<file path="src/design/uss_pkg.sv">
// ----------------------------------------------------------------------------
// uss_pkg: shared definitions for the unordered key set
// Sizes, operation and status codes, sequencer states and interface structs.
// ----------------------------------------------------------------------------
package uss_pkg;

    localparam int DEPTH    = 64;
    localparam int KEY_BITS = 32;
    localparam int ADDR_W   = $clog2(DEPTH);
    localparam int CNT_W    = $clog2(DEPTH + 1);
    localparam int CAP_W    = 7;

    // Operation codes carried in the kind field.
    localparam logic [1:0] KIND_ADD   = 2'd0;
    localparam logic [1:0] KIND_DEL   = 2'd1;
    localparam logic [1:0] KIND_QUERY = 2'd2;

    // Result status codes.
    localparam logic [1:0] STAT_OK     = 2'd0;
    localparam logic [1:0] STAT_FULL   = 2'd1;
    localparam logic [1:0] STAT_ABSENT = 2'd2;

    typedef enum logic [1:0] {
        ST_IDLE,
        ST_SCAN,
        ST_MOVE,
        ST_DONE
    } t_state;

    typedef struct packed {
        logic                wr_en;
        logic [ADDR_W-1:0]   wr_addr;
        logic [KEY_BITS-1:0] wr_data;
        logic                rd_en;
        logic [ADDR_W-1:0]   rd_addr;
    } t_mem_req;

    typedef struct packed {
        logic             valid;
        logic [1:0]       status;
        logic [CNT_W-1:0] fill;
    } t_result;

endpackage

</file>
<file path="src/design/uss_ram.sv">
// ----------------------------------------------------------------------------
// uss_ram: simple dual-port synchronous RAM
// One write port and one read port; read data is registered.
// ----------------------------------------------------------------------------
module uss_ram #(
    parameter int DEPTH_P  = 64,
    parameter int WIDTH_P  = 32,
    parameter int ADDR_W_P = $clog2(DEPTH_P)
) (
    input  logic                i_clk,
    input  logic                i_wr_en,
    input  logic [ADDR_W_P-1:0] i_wr_addr,
    input  logic [WIDTH_P-1:0]  i_wr_data,
    input  logic                i_rd_en,
    input  logic [ADDR_W_P-1:0] i_rd_addr,
    output logic [WIDTH_P-1:0]  o_rd_data
);

    logic [WIDTH_P-1:0] r_mem [DEPTH_P];

    always_ff @(posedge i_clk) begin
        if (i_wr_en) begin
            r_mem[i_wr_addr] <= i_wr_data;
        end
    end

    always_ff @(posedge i_clk) begin
        if (i_rd_en) begin
            o_rd_data <= r_mem[i_rd_addr];
        end
    end

endmodule

</file>
<file path="src/design/uss_seq.sv">
// ----------------------------------------------------------------------------
// uss_seq: request sequencer of the key set
// Holds the fill count, appends on add, scans the table one entry per cycle
// on delete and query, and moves the last entry into the hole on delete.
// ----------------------------------------------------------------------------
module uss_seq (
    input  logic                           i_clk,
    input  logic                           i_rst_n,
    input  logic                           i_req_valid,
    output logic                           o_req_ready,
    input  logic [1:0]                     i_kind,
    input  logic [uss_pkg::KEY_BITS-1:0]   i_key,
    input  logic [uss_pkg::CNT_W-1:0]      i_cap,
    output uss_pkg::t_mem_req              o_mem,
    input  logic [uss_pkg::KEY_BITS-1:0]   i_rd_data,
    output uss_pkg::t_result               o_res,
    input  logic                           i_res_ready
);

    localparam int AW = uss_pkg::ADDR_W;
    localparam int CW = uss_pkg::CNT_W;

    uss_pkg::t_state               r_state, n_state;
    logic                          r_is_query, n_is_query;
    logic [uss_pkg::KEY_BITS-1:0]  r_key, n_key;
    logic [AW-1:0]                 r_idx, n_idx;
    logic [AW-1:0]                 r_pos, n_pos;
    logic [CW-1:0]                 r_count, n_count;
    logic [1:0]                    r_status, n_status;

    logic          accept;
    logic          hit;
    logic          at_last;
    logic [AW-1:0] last_idx;
    logic          full;

    assign accept   = i_req_valid && (r_state == uss_pkg::ST_IDLE);
    assign last_idx = AW'(r_count - CW'(1));
    assign hit      = (i_rd_data == r_key);
    assign at_last  = (r_idx == last_idx);
    assign full     = (r_count >= i_cap);

    // Next state.
    always_comb begin
        n_state = r_state;
        case (r_state)
            uss_pkg::ST_IDLE: begin
                if (accept) begin
                    if ((i_kind == uss_pkg::KIND_DEL || i_kind == uss_pkg::KIND_QUERY)
                        && (r_count != '0)) begin
                        n_state = uss_pkg::ST_SCAN;
                    end else begin
                        n_state = uss_pkg::ST_DONE;
                    end
                end
            end
            uss_pkg::ST_SCAN: begin
                if (hit && !r_is_query && !at_last) begin
                    n_state = uss_pkg::ST_MOVE;
                end else if (hit || at_last) begin
                    n_state = uss_pkg::ST_DONE;
                end
            end
            uss_pkg::ST_MOVE: begin
                n_state = uss_pkg::ST_DONE;
            end
            uss_pkg::ST_DONE: begin
                if (i_res_ready) begin
                    n_state = uss_pkg::ST_IDLE;
                end
            end
            default: begin
                n_state = uss_pkg::ST_IDLE;
            end
        endcase
    end

    // Datapath and memory requests. The table is never read and written in
    // the same cycle, so no forwarding is needed.
    always_comb begin
        n_is_query = r_is_query;
        n_key      = r_key;
        n_idx      = r_idx;
        n_pos      = r_pos;
        n_count    = r_count;
        n_status   = r_status;
        o_mem      = '0;
        case (r_state)
            uss_pkg::ST_IDLE: begin
                if (accept) begin
                    n_is_query = (i_kind == uss_pkg::KIND_QUERY);
                    n_key      = i_key;
                    n_idx      = '0;
                    n_status   = uss_pkg::STAT_OK;
                    case (i_kind)
                        uss_pkg::KIND_ADD: begin
                            if (full) begin
                                n_status = uss_pkg::STAT_FULL;
                            end else begin
                                o_mem.wr_en   = 1'b1;
                                o_mem.wr_addr = AW'(r_count);
                                o_mem.wr_data = i_key;
                                n_count       = r_count + CW'(1);
                            end
                        end
                        uss_pkg::KIND_DEL, uss_pkg::KIND_QUERY: begin
                            if (r_count == '0) begin
                                if (i_kind == uss_pkg::KIND_QUERY) begin
                                    n_status = uss_pkg::STAT_ABSENT;
                                end
                            end else begin
                                o_mem.rd_en   = 1'b1;
                                o_mem.rd_addr = '0;
                            end
                        end
                        default: begin
                            n_status = uss_pkg::STAT_OK;
                        end
                    endcase
                end
            end
            uss_pkg::ST_SCAN: begin
                if (hit) begin
                    if (!r_is_query) begin
                        if (at_last) begin
                            n_count = r_count - CW'(1);
                        end else begin
                            // Fetch the last entry to fill the hole.
                            o_mem.rd_en   = 1'b1;
                            o_mem.rd_addr = last_idx;
                            n_pos         = r_idx;
                        end
                    end
                end else if (at_last) begin
                    if (r_is_query) begin
                        n_status = uss_pkg::STAT_ABSENT;
                    end
                end else begin
                    o_mem.rd_en   = 1'b1;
                    o_mem.rd_addr = r_idx + AW'(1);
                    n_idx         = r_idx + AW'(1);
                end
            end
            uss_pkg::ST_MOVE: begin
                o_mem.wr_en   = 1'b1;
                o_mem.wr_addr = r_pos;
                o_mem.wr_data = i_rd_data;
                n_count       = r_count - CW'(1);
            end
            default: begin
                n_status = r_status;
            end
        endcase
    end

    always_ff @(posedge i_clk) begin
        if (!i_rst_n) begin
            r_state <= uss_pkg::ST_IDLE;
            r_count <= '0;
        end else begin
            r_state <= n_state;
            r_count <= n_count;
        end
    end

    always_ff @(posedge i_clk) begin
        r_is_query <= n_is_query;
        r_key      <= n_key;
        r_idx      <= n_idx;
        r_pos      <= n_pos;
        r_status   <= n_status;
    end

    assign o_req_ready  = (r_state == uss_pkg::ST_IDLE);
    assign o_res.valid  = (r_state == uss_pkg::ST_DONE);
    assign o_res.status = r_status;
    assign o_res.fill   = r_count;

    a_count_step: assert property (@(posedge i_clk) disable iff (!i_rst_n)
        (r_count != $past(r_count)) |->
            (r_count == $past(r_count) + CW'(1)) || (r_count + CW'(1) == $past(r_count)))
        else $error("fill count moved by more than one");

    a_grow_on_add: assert property (@(posedge i_clk) disable iff (!i_rst_n)
        (r_count == $past(r_count) + CW'(1)) |->
            $past(accept && (i_kind == uss_pkg::KIND_ADD)))
        else $error("fill count grew without an accepted add");

    a_no_write_in_scan: assert property (@(posedge i_clk) disable iff (!i_rst_n)
        o_mem.wr_en |-> (r_state == uss_pkg::ST_IDLE || r_state == uss_pkg::ST_MOVE))
        else $error("table written outside add or move");

    a_scan_in_range: assert property (@(posedge i_clk) disable iff (!i_rst_n)
        (r_state == uss_pkg::ST_SCAN) |-> (CW'(r_idx) < r_count))
        else $error("scan index beyond stored entries");

endmodule

</file>
<file path="src/design/unordered_set_swap_remove.sv">
// ----------------------------------------------------------------------------
// unordered_set_swap_remove: bounded unordered key set with swap-remove
// Keys live in a 64-entry RAM packed below a fill count.
// ----------------------------------------------------------------------------
// Usage:
//   Request channel (i_in_valid / o_in_stall) carries kind and key: add,
//   delete or query. One request is worked on at a time.
//   Result channel (o_out_valid / i_out_stall) returns one result per
//   request: status and the fill count after the operation.
//   Configuration channel (i_cfg_valid / o_cfg_ready) writes the capacity;
//   it is always ready and must be written only while the block is idle.
// Sequencing:
//   An add goes from accept straight to its result. A delete or query reads
//   the table one entry per cycle through the RAM read port, so it scans
//   at most the N stored keys. A delete that finds its key before the
//   last entry takes an extra step that moves the last entry into the hole.
// Reset clears the fill count, sets the capacity to 64 and empties the
// output register; the table contents are not cleared.
// A stalled result sits in the output register while the next request is
// accepted and worked on; that request completes once the register frees.
// ----------------------------------------------------------------------------
module unordered_set_swap_remove (
    input  logic                                i_clk,
    input  logic                                i_rst_n,
    input  logic                                i_in_valid,
    output logic                                o_in_stall,
    input  logic [1:0]                          i_kind,
    input  logic [31:0]                         i_key,
    output logic                                o_out_valid,
    input  logic                                i_out_stall,
    output logic [1:0]                          o_status,
    output logic [uss_pkg::CNT_W-1:0]           o_fill_count,
    input  logic                                i_cfg_valid,
    output logic                                o_cfg_ready,
    input  logic [uss_pkg::CAP_W-1:0]           i_cfg_data
);

    logic [uss_pkg::CAP_W-1:0]    r_capacity;
    logic [uss_pkg::CNT_W-1:0]    eff_cap;
    logic                         req_ready;
    uss_pkg::t_mem_req            mem_req;
    logic [uss_pkg::KEY_BITS-1:0] rd_data;
    uss_pkg::t_result             res;
    logic                         res_ready;

    logic                         r_out_valid;
    logic [1:0]                   r_status;
    logic [uss_pkg::CNT_W-1:0]    r_fill;

    assign o_cfg_ready = 1'b1;

    always_ff @(posedge i_clk) begin
        if (!i_rst_n) begin
            r_capacity <= uss_pkg::CAP_W'(uss_pkg::DEPTH);
        end else if (i_cfg_valid) begin
            r_capacity <= i_cfg_data;
        end
    end

    // Capacity above the built depth is clipped to the depth.
    assign eff_cap = (r_capacity > uss_pkg::CAP_W'(uss_pkg::DEPTH))
                   ? uss_pkg::CNT_W'(uss_pkg::DEPTH)
                   : uss_pkg::CNT_W'(r_capacity);

    uss_seq u_seq (
        .i_clk       (i_clk),
        .i_rst_n     (i_rst_n),
        .i_req_valid (i_in_valid),
        .o_req_ready (req_ready),
        .i_kind      (i_kind),
        .i_key       (i_key[uss_pkg::KEY_BITS-1:0]),
        .i_cap       (eff_cap),
        .o_mem       (mem_req),
        .i_rd_data   (rd_data),
        .o_res       (res),
        .i_res_ready (res_ready)
    );

    uss_ram #(
        .DEPTH_P (uss_pkg::DEPTH),
        .WIDTH_P (uss_pkg::KEY_BITS)
    ) u_ram (
        .i_clk     (i_clk),
        .i_wr_en   (mem_req.wr_en),
        .i_wr_addr (mem_req.wr_addr),
        .i_wr_data (mem_req.wr_data),
        .i_rd_en   (mem_req.rd_en),
        .i_rd_addr (mem_req.rd_addr),
        .o_rd_data (rd_data)
    );

    assign o_in_stall = !req_ready;

    // Output register takes a new result whenever it is empty or draining.
    assign res_ready = !r_out_valid || !i_out_stall;

    always_ff @(posedge i_clk) begin
        if (!i_rst_n) begin
            r_out_valid <= 1'b0;
        end else if (res_ready) begin
            r_out_valid <= res.valid;
        end
    end

    always_ff @(posedge i_clk) begin
        if (res_ready && res.valid) begin
            r_status <= res.status;
            r_fill   <= res.fill;
        end
    end

    assign o_out_valid  = r_out_valid;
    assign o_status     = r_status;
    assign o_fill_count = r_fill;

endmodule

</file>
<file path="config.mk">
export PLATFORM = sky130hd
export DESIGN_NAME = unordered_set_swap_remove
export DESIGN_NICKNAME = d
export VERILOG_FILES = /design/src/design/uss_pkg.sv /design/src/design/uss_ram.sv /design/src/design/uss_seq.sv /design/src/design/unordered_set_swap_remove.sv
export SDC_FILE = /design/constraint.sdc
export NUM_CORES = 2
export LEC_CHECK = 0
export BUFFER_PORTS_ARGS = -buffer_cell sky130_fd_sc_hd__buf_4
export CELL_PAD_IN_SITES_DETAIL_PLACEMENT = 2
export CELL_PAD_IN_SITES_GLOBAL_PLACEMENT = 2
export CORE_MARGIN = 5
export CORE_UTILIZATION = 40
export CTS_CLUSTER_DIAMETER = 120
export DETAILED_ROUTE_END_ITERATION = 16
export HOLD_SLACK_MARGIN = 0.03
export PLACE_DENSITY_LB_ADDON = 0.25
export SLEW_MARGIN = 20
export SYNTH_ARGS = -nofsm -noshare
export SYNTH_HDL_FRONTEND = slang
export SYNTH_SLANG_ARGS = --single-unit
</file>
<file path="constraint.sdc">
create_clock -name i_clk -period 10.7 [get_ports i_clk]
set_input_delay 2.675 -clock i_clk [delete_from_list [all_inputs] [get_ports i_clk]]
set_output_delay 2.675 -clock i_clk [all_outputs]
set_load 0.03 [all_outputs]
</file>
==> run metrics <==
status complete, no violations; adder-cell share of the synthesized area 0.00266; hold_sp u_seq.r_status[1]$_SDFFCE_PP1P_; multiplexer share of the synthesized area 0.0695; total gr overflow 0; antenna violations before repair 35; Synth Area in Simple Gates 0.0744; port buffer count 56; WL/cell 38.7 um; Max-slew headroom 0.173; final core utilization 0.458; Crit Path Max Fanout 69; starting density of the core 0.402; vias in the first global route 56600; yosys warns 0; Die Wd approximately 470 um; Gate power share 0.331; Max Slew Vio Count 0; overall routed net length 324000 um; crit path kind reg2reg; crit start category register; via count 53500; R2R Path End u_ram.o_rd_data[8]$_DFFE_PP_; PD cells 281 mW/mm^2; root buffer cell clkbuf_16; max_cap viols 0; largest net degree at the start of global routing 136; core box area about 0.21 sq mm; layout cells sized above 1 0.150; R2R depth 13; Post-Synthesis Cells 5253; path category of the worst min-delay check reg2reg; ANT nets after route 0; Post-DP Area slightly below 0.09 sq mm; Post-Synth XOR/XNOR Area 0.00536; Inserted Clock Buffers about 220; setup TNS 0 ns; mapped cell area 0.0845 sq mm; Max VDD drop approximately 0.24 mV; Final WS setup 3.87 ns; commonest cells after routing, fill and taps aside edfxtp_1 (2136), nand2_1 (1000), mux2i_1 (271); clk_skew 0.0344 ns; r2r setup slk 3.87 ns; dpl ws roughly 3.9 ns; Net Sw Frac 0.380; met3 routed WL 31000 um; Hold Fails Final Rpt 0; routed vias/inst 6.39; maximum clock frequency about 150 MHz; CTS max path bufs 3; Yosys reg bits 2153; Final period util 0.638; Internal 0.0167 W; Final #Nets 5450; Seq/Total Area, Yosys 0.763; Die Height 470 um; reported leakage power 31.8 nW; die area 0.221 sq mm; sequential share of power 0.391; clock power share 0.278; Netlist cell types 81; Final Setup Violations 0; I/O pin total 58; HPWL after DPL 184000 um; syn nets between 5000 and 6000; crit path time final 6.83 ns; CP Data Arrival Time 7.43 ns; H-tree levels 4; Clock Pin Slew Worst Setup and Hold Paths 0.07 ns; Worst Hold End o_status[1]$_DFFE_PP_; residual DRC count 0; Top Metal Used met5; latest clock arrival within the worst-skew pair between 0.8 and 0.9 ns; number of synthesized flops with an enable pin 2136; Fill cells 19600; post-synthesis compound-gate area fraction 0.0653; first-pass GRT wire length ~450000 um; clock sinks 2153; Critical Path Sink Type register; reg-to-reg startpoint u_ram.o_rd_data[18]$_DFFE_PP_; Worst Tran Pin Value 1.22 ns; CTS Hold Buffers Added 0; CTS tree built; Non-Filler Cell Area, Final just under 0.1 sq mm; Hold Path Cell Cnt 0; average cell area after synthesis about 16 sq um; First-pass DRT Iterations 8; Row Count around 170; All-Layer GR Usage 0.288; Met1 Wirelength 128000 um; unrepaired setup endpoints after global routing no; Inst Count DP around 8000; length of routed met2 wiring 150000 um; fin cells 8379; main combinational cell family by area after synthesis simple AND/OR/NAND/NOR gates; P_sw 0.0103 W; commonest non-fill, non-tap cell in the layout edfxtp_1; initial drt markers 7498; layout overhead on the synthesized area 13.8%; Main synth FF type edfxtp_1; Post-synth ARST share 0; Worst Path Required 11.30 ns; postcts setup bufs 0; routability cong. 0.841; CTS resizes 0
-- how the worst max path moves through the flow --
stage	start	end	slack (ns)	cells after the start
2_1_floorplan	i_kind[0]	u_ram.r_mem[10][0]$_DFFE_PP_	4.57	8
6_report	u_ram.o_rd_data[18]$_DFFE_PP_	u_ram.o_rd_data[8]$_DFFE_PP_	3.87	13
3_3_place_gp	i_kind[0]	u_ram.r_mem[12][2]$_DFFE_PP_	3.83	9
4_1_cts	u_ram.o_rd_data[20]$_DFFE_PP_	u_ram.o_rd_data[8]$_DFFE_PP_	4.09	13
5_1_grt	u_ram.o_rd_data[18]$_DFFE_PP_	u_ram.o_rd_data[8]$_DFFE_PP_	3.87	13
3_5_place_dp	i_kind[0]	u_ram.r_mem[13][13]$_DFFE_PP_	3.91	9
-- sequential cells by signal (all words and copies together) (netlist names), 6 cells and up --
register,cells
o_fill_count,7
u_seq.r_key,32
r_capacity,7
u_ram.r_mem,2048
u_seq.r_pos,6
u_seq.r_idx,6
u_seq.r_count,7
u_ram.o_rd_data,32
-- area by class of cell --
cell class	count	area (sq um)	area share
diodes	13	32.5	0.000338
clock buffers	283	5850	0.0608
clock inverters	112	932	0.00969
inverters	18	67.6	0.000703
multi-input cells	2762	19300	0.201
flip-flops and latches	2153	64500	0.671
well taps	2805	3510	0.0365
repair buffers	233	1990	0.0207
-- kinds of logic after synthesis --
family / Yosys count
adder cells (fa/ha/maj): 18
AND/OR/NAND/NOR: 1483
XOR/XNOR: 47
flip-flops: 2153
AO/OA/AOI/OAI: 801
other: 1
buffers and inverters: 338
multiplexers: 412
-- through the flow --
step	total power, W	hold slack (ns)
floorplan	0.0150	0.400
global route	0.0277	0.426
CTS	0.0269	0.420
finish	0.0270	0.419
detailed placement	0.0193	0.406
global placement	0.0189	0.407
-- worst max-delay path, stage by stage, from the launching register on --
cell and delay, ns:
edfxtp_1 0.47, xor2_1 0.23, nor4_1 0.63, nand4_1 0.56
nor3_1 0.79, o21ai_4 0.12, buf_4 0.37, buf_12 0.30
nand2_2 0.35, buf_4 0.75, a21oi_1 0.12, o41ai_1 1.12
o32ai_1 0.44, o311a_1 0.23
-- Yosys cell counts (all sizes together), types with 5 or more instances --
library cell | instances | share of area
a221oi | 8 | 0.00083
o32a | 5 | 0.00059
and2 | 5 | 0.00037
inv | 16 | 0.00071
buf | 180 | 0.013
a21oi | 232 | 0.014
o221ai | 45 | 0.0047
o41ai | 24 | 0.0026
nand2 | 1008 | 0.045
a211oi | 30 | 0.0027
ha | 18 | 0.0027
nand3 | 219 | 0.013
a22o | 43 | 0.0045
o2bb2ai | 11 | 0.0011
nor3 | 16 | 0.0011
xnor2 | 10 | 0.0010
a311oi | 14 | 0.0015
a31oi | 71 | 0.0053
o21a | 5 | 0.00044
nor4 | 35 | 0.0026
o211ai | 5 | 0.00044
or2 | 5 | 0.00037
xor2 | 34 | 0.0035
o211a | 7 | 0.00083
a32oi | 30 | 0.0031
clkbuf | 140 | 0.0062
a2111oi | 19 | 0.0022
mux2i | 271 | 0.032
nand4 | 47 | 0.0035
a21o | 8 | 0.00071
o22ai | 67 | 0.0050
and3 | 26 | 0.0019
o32ai | 32 | 0.0033
o221a | 9 | 0.0012
and4 | 10 | 0.0010
a221o | 8 | 0.00095
edfxtp | 2136 | 0.76
dfxtp | 17 | 0.0040
nor2 | 96 | 0.0043
a22oi | 23 | 0.0020
mux4 | 140 | 0.037
o21ai | 77 | 0.0047
-- power groups by stage --
stage	sequential [W]	combinational, W	clock, W
2_1_floorplan	0.0106	0.00435	0
3_3_place_gp	0.0107	0.00826	0
3_5_place_dp	0.0107	0.00863	0
4_1_cts	0.0105	0.00873	0.00759
5_1_grt	0.0106	0.00912	0.00797
6_report	0.0106	0.00894	0.00750
-- layer usage --
| metal | up-vias | global-route usage |
|---|---|---|
| met3 | 643 | 0.0578 |
| met1 | 28900 | 0.394 |
| met2 | 3102 | 0.449 |
| li1 | 20800 | - |
| met5 | - | 0 |
| met4 | 2 | 0.123 |
Note: power is estimated with default switching activity, not from simulation.
